### config.mk
export PLATFORM = sky130hd
export DESIGN_NAME = enhanced_clock_victim_select_core
export DESIGN_NICKNAME = d
export VERILOG_FILES = /design/src/ecvs_pkg.sv /design/src/ecvs_cell.sv /design/src/ecvs_seq.sv /design/src/enhanced_clock_victim_select_core.sv
export SDC_FILE = /design/constraint.sdc
export NUM_CORES = 1
export LEC_CHECK = 0
export ABC_CLOCK_PERIOD_IN_PS = 2800
export BUFFER_PORTS_ARGS = -buffer_cell sky130_fd_sc_hd__buf_2
export CAP_MARGIN = 25
export CORE_MARGIN = 3
export CORE_UTILIZATION = 45
export DETAILED_ROUTE_END_ITERATION = 10
export MAX_ROUTING_LAYER = met4
export PLACE_DENSITY = 0.57
export SETUP_SLACK_MARGIN = 0.05
export SYNTH_ARGS = -nofsm -noshare
export SYNTH_HDL_FRONTEND = slang
export SYNTH_SLANG_ARGS = --single-unit
### constraint.sdc
create_clock -name clk_i -period 2.8 [get_ports clk_i]
set_clock_uncertainty 0.05 [all_clocks]
set_input_delay 0.84 -clock clk_i [delete_from_list [all_inputs] [get_ports clk_i]]
set_output_delay 0.84 -clock clk_i [all_outputs]
set_load 0.05 [all_outputs]
### src/ecvs_pkg.sv
// Package: shared types and codes for the clock victim selector.
`timescale 1ns / 1ps
package ecvs_pkg;

  // Width of the victim slot field on the result channel.
  localparam int unsigned VIC_W = 6;
  // Width of the function code on the request channel.
  localparam int unsigned FUNC_W = 3;
  // Width of the slot index on the request channel.
  localparam int unsigned IDX_W = 6;

  // Request function codes.
  localparam logic [FUNC_W-1:0] FUNC_INSTALL = 3'd0;
  localparam logic [FUNC_W-1:0] FUNC_REMOVE  = 3'd1;
  localparam logic [FUNC_W-1:0] FUNC_REF     = 3'd2;
  localparam logic [FUNC_W-1:0] FUNC_PIN     = 3'd3;
  localparam logic [FUNC_W-1:0] FUNC_VICTIM  = 3'd4;

  // Per-slot flags held in each ring cell.
  typedef struct packed {
    logic dirty;
    logic acc;
    logic pin;
    logic valid;
  } slot_bits_t;

  // Update applied to the slot leaving the head of the ring.
  typedef enum logic [2:0] {
    UPD_NONE,
    UPD_INSTALL,
    UPD_CLEAR,
    UPD_REF,
    UPD_PIN,
    UPD_CLR_ACC
  } upd_op_e;

  typedef struct packed {
    upd_op_e op;
    logic    wr;
    logic    pin;
  } upd_t;

  typedef enum logic [2:0] {
    ST_IDLE,
    ST_SEEK,
    ST_OP,
    ST_LAP1,
    ST_LAP2,
    ST_FETCH,
    ST_PUSH
  } state_e;

endpackage

### src/ecvs_cell.sv
// Ring cell: holds one slot's flags and takes its neighbour's each cycle.
`timescale 1ns / 1ps
module ecvs_cell
  import ecvs_pkg::*;
(
  input  logic       clk_i,
  input  logic       rst_ni,
  input  slot_bits_t nbr_i,
  input  upd_t       upd_i,
  output slot_bits_t bits_o
);

  slot_bits_t bits_d, bits_q;

  always_comb begin
    bits_d = nbr_i;
    case (upd_i.op)
      UPD_INSTALL: begin
        bits_d = '0;
        bits_d.valid = 1'b1;
      end
      UPD_CLEAR:   bits_d = '0;
      UPD_REF: begin
        bits_d.acc   = 1'b1;
        bits_d.dirty = nbr_i.dirty | upd_i.wr;
      end
      UPD_PIN:     bits_d.pin = upd_i.pin;
      UPD_CLR_ACC: bits_d.acc = 1'b0;
      default:     bits_d = nbr_i;
    endcase
  end

  always_ff @(posedge clk_i or negedge rst_ni) begin
    if (!rst_ni) begin
      bits_q <= '0;
    end else begin
      bits_q <= bits_d;
    end
  end

  assign bits_o = bits_q;

endmodule

### src/ecvs_seq.sv
// Sequencer: watches the ring head, runs the clock search, holds the result.
`timescale 1ns / 1ps
module ecvs_seq
  import ecvs_pkg::*;
#(
  parameter int unsigned SLOTS = 64
) (
  input  logic              clk_i,
  input  logic              rst_ni,
  input  logic              in_valid_i,
  output logic              in_ready_o,
  input  logic [FUNC_W-1:0] func_i,
  input  logic [IDX_W-1:0]  slot_index_i,
  input  logic              is_write_i,
  input  logic              pin_value_i,
  output logic              out_valid_o,
  input  logic              out_ready_i,
  output logic              ok_o,
  output logic [VIC_W-1:0]  victim_slot_o,
  output logic              victim_dirty_o,
  input  slot_bits_t        head_i,
  output upd_t              upd_o
);

  localparam int unsigned HW = (SLOTS > 1) ? $clog2(SLOTS) : 1;
  localparam logic [HW-1:0] LAST = HW'(SLOTS - 1);

  function automatic logic [HW-1:0] nxt(input logic [HW-1:0] p);
    nxt = (p == LAST) ? '0 : p + 1'b1;
  endfunction

  state_e            state_d, state_q;
  state_e            dest_d, dest_q;
  logic [FUNC_W-1:0] func_d, func_q;
  logic              wr_d, wr_q;
  logic              pin_d, pin_q;
  logic [HW-1:0]     head_q;
  logic [HW-1:0]     hand_d, hand_q;
  logic [HW-1:0]     tgt_d, tgt_q;
  logic [HW-1:0]     cnt_d, cnt_q;
  logic [HW-1:0]     cand_d, cand_q;
  logic              cand_vld_d, cand_vld_q;
  logic              res_ok_d, res_ok_q;
  logic [VIC_W-1:0]  res_slot_d, res_slot_q;
  logic              res_dirty_d, res_dirty_q;
  logic              out_valid_d, out_valid_q;
  logic              out_ok_q, out_dirty_q;
  logic [VIC_W-1:0]  out_slot_q;
  logic              out_load;

  logic [HW-1:0] head_nxt;
  logic [HW-1:0] idx_w;
  logic          in_range;
  logic          elig, clean, dirty_c, lap_last;

  assign head_nxt = nxt(head_q);
  assign idx_w    = HW'(slot_index_i);
  assign in_range = (32'(slot_index_i) < SLOTS);
  assign elig     = head_i.valid & ~head_i.pin;
  assign clean    = elig & ~head_i.acc & ~head_i.dirty;
  assign dirty_c  = elig & ~head_i.acc & head_i.dirty;
  assign lap_last = (cnt_q == LAST);

  assign in_ready_o = (state_q == ST_IDLE);

  always_comb begin
    state_d     = state_q;
    dest_d      = dest_q;
    func_d      = func_q;
    wr_d        = wr_q;
    pin_d       = pin_q;
    hand_d      = hand_q;
    tgt_d       = tgt_q;
    cnt_d       = cnt_q;
    cand_d      = cand_q;
    cand_vld_d  = cand_vld_q;
    res_ok_d    = res_ok_q;
    res_slot_d  = res_slot_q;
    res_dirty_d = res_dirty_q;
    upd_o       = '{op: UPD_NONE, wr: 1'b0, pin: 1'b0};
    out_load    = 1'b0;

    unique case (state_q)
      ST_IDLE: begin
        if (in_valid_i) begin
          func_d      = func_i;
          wr_d        = is_write_i;
          pin_d       = pin_value_i;
          res_ok_d    = 1'b0;
          res_slot_d  = '0;
          res_dirty_d = 1'b0;
          case (func_i) inside
            FUNC_INSTALL, FUNC_REMOVE, FUNC_REF, FUNC_PIN: begin
              if (in_range) begin
                tgt_d   = idx_w;
                dest_d  = ST_OP;
                state_d = (head_nxt == idx_w) ? ST_OP : ST_SEEK;
              end else begin
                state_d = ST_PUSH;
              end
            end
            FUNC_VICTIM: begin
              tgt_d      = hand_q;
              dest_d     = ST_LAP1;
              cnt_d      = '0;
              cand_vld_d = 1'b0;
              state_d    = (head_nxt == hand_q) ? ST_LAP1 : ST_SEEK;
            end
            default: state_d = ST_PUSH;
          endcase
        end
      end

      // Wait for the target slot to rotate round to the head.
      ST_SEEK: begin
        if (head_nxt == tgt_q) begin
          state_d = dest_q;
        end
      end

      ST_OP: begin
        state_d = ST_PUSH;
        case (func_q)
          FUNC_INSTALL: begin
            upd_o.op = UPD_INSTALL;
            res_ok_d = 1'b1;
          end
          FUNC_REMOVE: begin
            if (head_i.valid) begin
              upd_o.op = UPD_CLEAR;
              res_ok_d = 1'b1;
            end
          end
          FUNC_REF: begin
            if (head_i.valid) begin
              upd_o.op = UPD_REF;
              upd_o.wr = wr_q;
              res_ok_d = 1'b1;
            end
          end
          FUNC_PIN: begin
            if (head_i.valid) begin
              upd_o.op  = UPD_PIN;
              upd_o.pin = pin_q;
              res_ok_d  = 1'b1;
            end
          end
          default: res_ok_d = 1'b0;
        endcase
      end

      // First lap: take a clean slot at once, clear accessed bits passed.
      ST_LAP1: begin
        cnt_d = cnt_q + 1'b1;
        if (clean) begin
          upd_o.op   = UPD_CLEAR;
          res_ok_d   = 1'b1;
          res_slot_d = VIC_W'(head_q);
          hand_d     = head_nxt;
          state_d    = ST_PUSH;
        end else begin
          if (elig) begin
            upd_o.op = UPD_CLR_ACC;
          end
          if (dirty_c && !cand_vld_q) begin
            cand_d     = head_q;
            cand_vld_d = 1'b1;
          end
          if (lap_last) begin
            cnt_d = '0;
            if (cand_vld_d) begin
              tgt_d   = cand_d;
              dest_d  = ST_FETCH;
              state_d = (head_nxt == cand_d) ? ST_FETCH : ST_SEEK;
            end else begin
              state_d = ST_LAP2;
            end
          end
        end
      end

      // Second lap: no clearing; first clean slot, else first dirty one.
      ST_LAP2: begin
        cnt_d = cnt_q + 1'b1;
        if (clean) begin
          upd_o.op   = UPD_CLEAR;
          res_ok_d   = 1'b1;
          res_slot_d = VIC_W'(head_q);
          state_d    = ST_PUSH;
        end else begin
          if (dirty_c && !cand_vld_q) begin
            cand_d     = head_q;
            cand_vld_d = 1'b1;
          end
          if (lap_last) begin
            cnt_d = '0;
            if (cand_vld_d) begin
              tgt_d   = cand_d;
              dest_d  = ST_FETCH;
              state_d = (head_nxt == cand_d) ? ST_FETCH : ST_SEEK;
            end else begin
              state_d = ST_PUSH;
            end
          end
        end
      end

      // Dirty candidate is at the head: evict it.
      ST_FETCH: begin
        upd_o.op    = UPD_CLEAR;
        res_ok_d    = 1'b1;
        res_slot_d  = VIC_W'(head_q);
        res_dirty_d = head_i.dirty;
        state_d     = ST_PUSH;
      end

      ST_PUSH: begin
        if (!out_valid_q || out_ready_i) begin
          out_load = 1'b1;
          state_d  = ST_IDLE;
        end
      end

      default: state_d = ST_IDLE;
    endcase
  end

  always_comb begin
    out_valid_d = out_valid_q;
    if (out_load) begin
      out_valid_d = 1'b1;
    end else if (out_ready_i) begin
      out_valid_d = 1'b0;
    end
  end

  always_ff @(posedge clk_i or negedge rst_ni) begin
    if (!rst_ni) begin
      state_q     <= ST_IDLE;
      dest_q      <= ST_OP;
      head_q      <= '0;
      hand_q      <= '0;
      cnt_q       <= '0;
      cand_vld_q  <= 1'b0;
      out_valid_q <= 1'b0;
    end else begin
      state_q     <= state_d;
      dest_q      <= dest_d;
      head_q      <= head_nxt;
      hand_q      <= hand_d;
      cnt_q       <= cnt_d;
      cand_vld_q  <= cand_vld_d;
      out_valid_q <= out_valid_d;
    end
  end

  always_ff @(posedge clk_i) begin
    func_q      <= func_d;
    wr_q        <= wr_d;
    pin_q       <= pin_d;
    tgt_q       <= tgt_d;
    cand_q      <= cand_d;
    res_ok_q    <= res_ok_d;
    res_slot_q  <= res_slot_d;
    res_dirty_q <= res_dirty_d;
    if (out_load) begin
      out_ok_q    <= res_ok_q;
      out_slot_q  <= res_slot_q;
      out_dirty_q <= res_dirty_q;
    end
  end

  assign out_valid_o    = out_valid_q;
  assign ok_o           = out_ok_q;
  assign victim_slot_o  = out_slot_q;
  assign victim_dirty_o = out_dirty_q;

endmodule

### src/enhanced_clock_victim_select_core.sv
// Top level: enhanced second-chance clock victim selector over a ring of slot cells.
//
// Request channel (in_valid_i / in_ready_o): func_i picks install, remove,
// reference, set pin or find victim; slot_index_i, is_write_i and
// pin_value_i qualify it. Every request gives exactly one result on the
// result channel (out_valid_o / out_ready_i): ok_o, victim_slot_o and
// victim_dirty_o.
// The slot table lives in a ring of SLOTS cells that rotates one place
// every cycle; only the cell at the head is inspected or updated.
// Steps: install, remove, reference and pin wait for their slot to reach
// the head, then act and give the result. A victim search waits for the
// hand slot, walks one lap of the ring and may walk a second; a dirty
// candidate from either lap must come round to the head again before it
// is evicted and the result given. Bad slot indices and unused codes go
// straight to the result.
// One request is in progress at a time; a finished result sits in the
// output register, so the next request is taken while it waits. If the
// receiver stalls with the output register full, the next finished
// result holds internally and no new request is taken.
// Reset clears every cell (all slots invalid), the hand and the ring
// position at once; no clearing pass is needed.
`timescale 1ns / 1ps
module enhanced_clock_victim_select_core
  import ecvs_pkg::*;
#(
  parameter int unsigned SLOTS = 64
) (
  input  logic              clk_i,
  input  logic              rst_ni,
  input  logic              in_valid_i,
  output logic              in_ready_o,
  input  logic [FUNC_W-1:0] func_i,
  input  logic [IDX_W-1:0]  slot_index_i,
  input  logic              is_write_i,
  input  logic              pin_value_i,
  output logic              out_valid_o,
  input  logic              out_ready_i,
  output logic              ok_o,
  output logic [VIC_W-1:0]  victim_slot_o,
  output logic              victim_dirty_o
);

  // ring[0] is the head; cell i takes cell i+1 each cycle, and the last
  // cell takes the head's flags after the sequencer's update.
  slot_bits_t ring [SLOTS];
  upd_t       head_upd;
  upd_t       idle_upd;

  // Cells away from the tail only shift.
  assign idle_upd = '{op: UPD_NONE, wr: 1'b0, pin: 1'b0};

  for (genvar i = 0; i < SLOTS; i++) begin : g_cell
    if (i == SLOTS - 1) begin : g_tail
      ecvs_cell u_cell (
        .clk_i  (clk_i),
        .rst_ni (rst_ni),
        .nbr_i  (ring[0]),
        .upd_i  (head_upd),
        .bits_o (ring[i])
      );
    end else begin : g_body
      ecvs_cell u_cell (
        .clk_i  (clk_i),
        .rst_ni (rst_ni),
        .nbr_i  (ring[i+1]),
        .upd_i  (idle_upd),
        .bits_o (ring[i])
      );
    end
  end

  ecvs_seq #(
    .SLOTS (SLOTS)
  ) u_seq (
    .clk_i          (clk_i),
    .rst_ni         (rst_ni),
    .in_valid_i     (in_valid_i),
    .in_ready_o     (in_ready_o),
    .func_i         (func_i),
    .slot_index_i   (slot_index_i),
    .is_write_i     (is_write_i),
    .pin_value_i    (pin_value_i),
    .out_valid_o    (out_valid_o),
    .out_ready_i    (out_ready_i),
    .ok_o           (ok_o),
    .victim_slot_o  (victim_slot_o),
    .victim_dirty_o (victim_dirty_o),
    .head_i         (ring[0]),
    .upd_o          (head_upd)
  );

endmodule

**Word level (Yosys, flattened, before mapping)**

Index checks and enable logic that the tools add are counted.

- Bits of input ports: 15
- Latch bits: 0
- ROM bits: 0
- RAM bits: 0
- Output and inout bits: 10
- Bits in registers: 315
- Memories: 0

- Equality and inequality tests: 41
- $mul: 0
- Reductions and logical operators: 30
- Bitwise gates (word level): 8
- Div/mod/pow operators: 0
- Add/subtract/negate cells: 2
- Muxes and demuxes: 89
- Shift-type cells: 0
- Magnitude comparators: 0

Operator list:

| kind | number |
|---|---|
| two-way mux 6 bit | 23 |
| two-way mux 3 bit | 26 |
| case mux 6 bit (3 select lines) | 2 |
| == test 6 bit | 5 |
| == test 3 x 2 -> 1 bit (second input constant) | 8 |
| case mux 3 bit (4 select lines) | 2 |
| case mux 6 bit (2 select lines) | 2 |
| two-way mux 1 bit | 19 |
| == test 3 bit (second input constant) | 6 |
| case mux 3 bit (6 select lines) | 1 |
| != test 2 x 1 -> 1 bit (second input constant) | 8 |
| adder 6 x 1 -> 6 bit (second input constant) | 2 |
| == test 3 x 1 -> 1 bit (second input constant) | 4 |
| == test 6 bit (second input constant) | 2 |
| case mux 1 bit (2 select lines) | 6 |
| two-way mux 2 bit | 5 |
| zero test 3 bit | 3 |
| != test 3 x 1 -> 1 bit (second input constant) | 3 |
| case mux 3 bit (3 select lines) | 1 |
| AND reduction 9 bit | 1 |
| != test 2 bit (second input constant) | 4 |
| AND reduction 4 bit | 2 |
| nonzero test 2 bit | 4 |
| AND reduction 2 bit | 3 |
| other kinds (17) | 28 |

**Logic depth before layout (Yosys ltp)**

- Depth after elaboration: 14
- Depth in mapped cells: 8

**Hierarchy**

From an unflattened synthesis, not the netlist that was laid out.

- Cell total of the unflattened synthesis: 1839
- Area, all modules: 16221.8 µm²

Modules (own cells, without submodules):

| module | times used | sequential area each (µm²) | area an instance (µm²) | cells an instance |
|---|---|---|---|---|
| ecvs_cell | 64 | 100.1 | 198.9 | 23 |
| ecvs_seq | 1 | 1642.8 | 3485.8 | 366 |
| enhanced_clock_victim_select_core | 1 | 0.0 | 3.8 | 1 |

**Worst setup path before layout**

No wires, ideal clock.

- Path type: register -> register
- Start point: register u_seq.state_q[1]
- End point: register u_seq.state_q[1]
- Arrival: 2.791 ns
- Data required time: 2.658 ns
- Library setup time: 0.092 ns
- Clock period less this slack: 2.933 ns
- Stages on the path, launching flop included: 8
- Setup slack: -0.133 ns
- Cells stage by stage: dfrtp_1 -> clkbuf_1 -> nor3_1 -> nand3_1 -> a311oi_1 -> nand4_1 -> o31a_1 -> o31ai_2

- Longest elaborated chain between the ends: 3
- Elaborated cells between the ends (all ways): 15
- Classes of those cells: 11 x eq/ne; 1 x mux; 3 x reduce/logical

Ends and longest elaborated chain:

| what | RTL line | RTL |
|---|---|---|
| start, declared | ecvs_seq.sv:32 | `state_e state_d, state_q;` |
| start signal, assigned | ecvs_seq.sv:247 | `state_q <= state_d;` |
| zero test 3 bit (*) | - |  |
| via in_ready_o | enhanced_clock_victim_select_core.sv:31 | `output logic in_ready_o,` |
| != test 2 bit (no line) | - |  |
| AND reduction 5 bit (no line) | - |  |

Mark *: on every way through the listed nets, which the timed path passes. The rest lies on a longest branch.
A chain may end at the register's enable or synchronous reset.

**Final worst setup path**

- Start point: register u_seq.state_q[1]
- End point: output in_ready_o

- Longest elaborated chain between the ends: 1

Ends and longest elaborated chain:

| what | RTL line | RTL |
|---|---|---|
| zero test 3 bit | ecvs_seq.sv:64 | `assign in_ready_o = (state_q == ST_IDLE);` |
| end, declared | enhanced_clock_victim_select_core.sv:31 |  |

Every way passes these cells.

==> impl_metrics.json <==
{
  "synth-edff-count": 33,
  "synth_ff_type": "dfrtp_1",
  "hold_viol_final": 0,
  "path_common_cell": "buf_4",
  "slowest_delay_ns": 0.46,
  "synth.distinct_cells": 69,
  "fin_crit_sh_pct": 95.3,
  "core_sq_um": 21400,
  "status": "complete, no violations",
  "port_buffers": 24,
  "avgSynthCellArea_sq_um": 16.2,
  "die_h_um": 155,
  "wl_mm": 17.7,
  "overflow": 0,
  "grt_pass1_wl_mm": 29.6,
  "viasPerCell": 5.18,
  "cts_buffer_depth": 3,
  "cp_slowest_cell": "dfrtp_1",
  "antenna_found_initial": 0,
  "ys_seq_area_share_pct": 80.5,
  "final_antenna_net_count": 0,
  "rows": 53,
  "drive_gt1_share_pct": 17.7,
  "slew_viol_final": 0,
  "start_util_pct": 46.7,
  "reg2reg_from": "g_cell[0].g_body.u_cell.bits_o[0]",
  "final.min_clock_period_ns": 2.67,
  "synth_seq_cells": 315,
  "drtIter0Drc": 442,
  "max_freq_mhz": 375,
  "netSwitchingFraction_pct": 21.6,
  "synth_cells": 619,
  "required_ns": 1.91,
  "slew_headroom_pct": 53.1,
  "h-tree-depth": 1,
  "antenna_cells": 0,
  "cts.sinks": 315,
  "grt_start_max_net_pins": 57,
  "die_area_sq_um": 24100,
  "setup_viol": 0,
  "syn-cell-area_sq_um": 10000,
  "io_pins": 25,
  "fillers": 1723,
  "power_density_nw_per_um2": 792,
  "die_w_um": 155,
  "power_frac_clock_pct": 43.9,
  "dp_hpwl_mm": 10.8,
  "final_core_util_pct": 54.3,
  "path_clk_slew_ns": 0.07,
  "ys_async_sr_fraction_pct": 89.5,
  "synth_nets": 637,
  "r2r-end": "u_seq.res_slot_q[0]",
  "holdBufCountCts": 0,
  "cellLeakagePower_uw": 0.00560,
  "crit_end": "in_ready_o",
  "crit_arrival_ns": 1.78,
  "crit_path_start": "u_seq.state_q[1]",
  "areaGrowthSynthToFinish_pct": 16.3,
  "start_kind": "flip-flop",
  "power.share.combinational_pct": 4.6,
  "layout_setup_ws_ns": 0.132,
  "first_global_vias": 5265,
  "regToRegSetupSlack_ns": 0.34,
  "maxCapViolCount": 0,
  "gp_congestion": 0.900,
  "worstMarginPinSlew_ns": 0.701,
  "grt_usage_pct": 15.8,
  "path_class": "reg2out",
  "path_max_fanout": 16,
  "hold_class": "in2async",
  "ir_drop_mv": 0.470,
  "clk_latency_ns": 0.55,
  "vias": 5054,
  "tritoncts": "done",
  "nets": 695,
  "p_sw_uw": 1990,
  "p_seq_share_pct": 51.6,
  "cts_root_buf": "clkbuf_16",
  "place_worst_setup_slack_ns": 0.280,
  "yosysWarnings": 0,
  "path_cells": "buf_4, nor3_4, buf_4",
  "critPathCaptureType": "output pin",
  "drtPass1Iterations": 4,
  "fin_setup_tns_ns": 0,
  "wl_per_cell_um": 18.2,
  "p_int_uw": 7220,
  "drc_errors": 0,
  "grt_setup_unrepaired": "false",
  "numCtsBuffers": 30,
  "r2r_cells": 3
}
## how the worst min path moves through the flow
| stage | startpoint | endpoint | cells past startpoint |
|---|---|---|---|
| floorplan | g_cell[1].g_body.u_cell.bits_o[0] | g_cell[0].g_body.u_cell.bits_o[0] | 0 |
| global placement | g_cell[49].g_body.u_cell.bits_o[0] | g_cell[48].g_body.u_cell.bits_o[0] | 0 |
| detailed placement | g_cell[11].g_body.u_cell.bits_o[3] | g_cell[10].g_body.u_cell.bits_o[3] | 0 |
| CTS | rst_ni | g_cell[2].g_body.u_cell.bits_o[2] | 1 |
| global route | rst_ni | g_cell[23].g_body.u_cell.bits_o[2] | 1 |
| finish | rst_ni | g_cell[12].g_body.u_cell.bits_o[2] | 1 |
## flip-flops by register name (all words and copies together), names as in the netlist
name / count
u_seq.head_q: 6
u_seq.cand_q: 6
u_seq.ok_o: 1
u_seq.hand_q: 6
u_seq.pin_q: 1
u_seq.victim_slot_o: 6
u_seq.res_ok_q: 1
u_seq.cnt_q: 6
u_seq.state_q: 3
u_seq.dest_q: 3
u_seq.func_q: 3
u_seq.out_valid_o: 1
u_seq.res_slot_q: 6
u_seq.res_dirty_q: 1
g_cell.g_body.u_cell.bits_o: 252
u_seq.victim_dirty_o: 1
u_seq.wr_q: 1
u_seq.tgt_q: 6
g_cell.g_tail.u_cell.bits_o: 4
u_seq.cand_vld_q: 1
## final cells by class
cell class / count / area, sq um / share of cell area (%)
sequential: 315 / 8050 / 69.2
multi-input combinational: 266 / 1810 / 15.5
clock buffer: 42 / 866 / 7.44
tap: 275 / 344 / 2.96
timing repair buffer: 47 / 343 / 2.95
clock inverter: 13 / 159 / 1.37
inverter: 17 / 63.8 / 0.549
## power groups by stage
stage	clock network [uW]	logic [uW]	registers, uW
6_report	4040	419	4750
5_1_grt	4390	473	4760
4_1_cts	4190	426	4750
3_5_place_dp	0	423	4840
3_3_place_gp	0	408	4830
2_1_floorplan	0	230	4820
## cell families (layout without fill, tap and decap cells)
| kind of cell | Yosys count | after routing | synth area share (%) |
|---|---|---|---|
| DFF | 315 | 315 | 80.5 |
| and+or+nand+nor | 124 | 124 | 6.73 |
| AOI/OAI and AO/OA | 100 | 100 | 6.75 |
| buffers and inverters | 38 | 119 | 1.60 |
| muxes | 20 | 20 | 2.19 |
| xor gates and xnor gates | 18 | 18 | 1.79 |
| adders and majority gates | 4 | 4 | 0.475 |
## critical path, delay by kind of cell (launching register included)
kind / cells / cell delay, ns
buffers and inverters: 2 / 0.48
flip-flops: 1 / 0.46
AND/OR/NAND/NOR: 1 / 0.27
## synth_stat cells, drive strengths merged (3+ instances only)
master	n	area, sq um
a211oi	5	37.5
a21boi	3	22.5
a21oi	24	120
a31oi	4	25.0
and2	6	37.5
and3	10	62.6
buf	11	58.8
clkbuf	10	37.5
dfrtp	281	7030
edfxtp	33	991
ha	3	37.5
inv	17	63.8
mux2	15	169
mux2i	5	50.1
nand2	23	86.3
nand2b	5	31.3
nand3	7	35.0
nand4	5	31.3
nand4b	4	35.0
nor2	31	116
nor2b	4	25.0
nor3	8	40.0
nor4	3	18.8
o211ai	4	30.0
o21a	4	30.0
o21ai	26	130
o221ai	3	26.3
or3	4	25.0
xnor2	11	104
xor2	6	52.6
## what timing repair did
item / in CTS / in global routing
pin swaps: 0 / 0
endpoints found under the hold margin: 0 / 0
gates resized for setup: 1 / 2
setup endpoints to repair: 1 / 2
buffers inserted: 0 / 0
## placed cells by master, fill, tap and decap left out, types with 3 or more instances in the layout
| cell type | n |
|---|---|
| dfrtp_1 | 281 |
| edfxtp_1 | 33 |
| nor2_1 | 31 |
| clkbuf_16 | 30 |
| a21oi_1 | 24 |
| nand2_1 | 23 |
| buf_2 | 22 |
| o21ai_0 | 21 |
| buf_4 | 21 |
| inv_1 | 16 |
| mux2_2 | 15 |
| and3_1 | 10 |
| xnor2_1 | 10 |
| nand3_1 | 7 |
| nor3_1 | 7 |
| clkbuf_8 | 7 |
| xor2_1 | 6 |
| and2_1 | 6 |
| nand2b_1 | 5 |
| mux2i_1 | 5 |
| o21ai_1 | 5 |
| a211oi_1 | 5 |
| nand4_1 | 5 |
| clkbuf_1 | 5 |
| o21a_1 | 4 |
| nor2b_1 | 4 |
| a31oi_1 | 4 |
| o211ai_1 | 4 |
| or3_1 | 4 |
| nand4b_1 | 4 |
| a21boi_1 | 3 |
| nor4_1 | 3 |
| o221ai_1 | 3 |
| clkinv_2 | 3 |
| buf_12 | 3 |
## metal layers
metal | track usage [%] | up-vias | wire, um
met5 | - | - | 0
met4 | 4.33 | 0 | 474
met3 | 2.45 | 38 | 774
met2 | 22.1 | 131 | 7900
met1 | 24.3 | 2612 | 8590
li1 | - | 2273 | -
## per-stage QoR
| stage | cell area [sq um] | instances | hold slack, ns | power (uW) |
|---|---|---|---|---|
| 6_report | 11600 | 975 | 0.151 | 9210 |
| 3_3_place_gp | 10600 | 920 | 0.285 | 5240 |
| 3_5_place_dp | 10600 | 920 | 0.285 | 5260 |
| 2_1_floorplan | 10000 | 619 | 0.281 | 5050 |
| 4_1_cts | 11600 | 975 | 0.146 | 9370 |
| 5_1_grt | 11600 | 975 | 0.165 | 9620 |
Power figures use the tool's default switching activity.
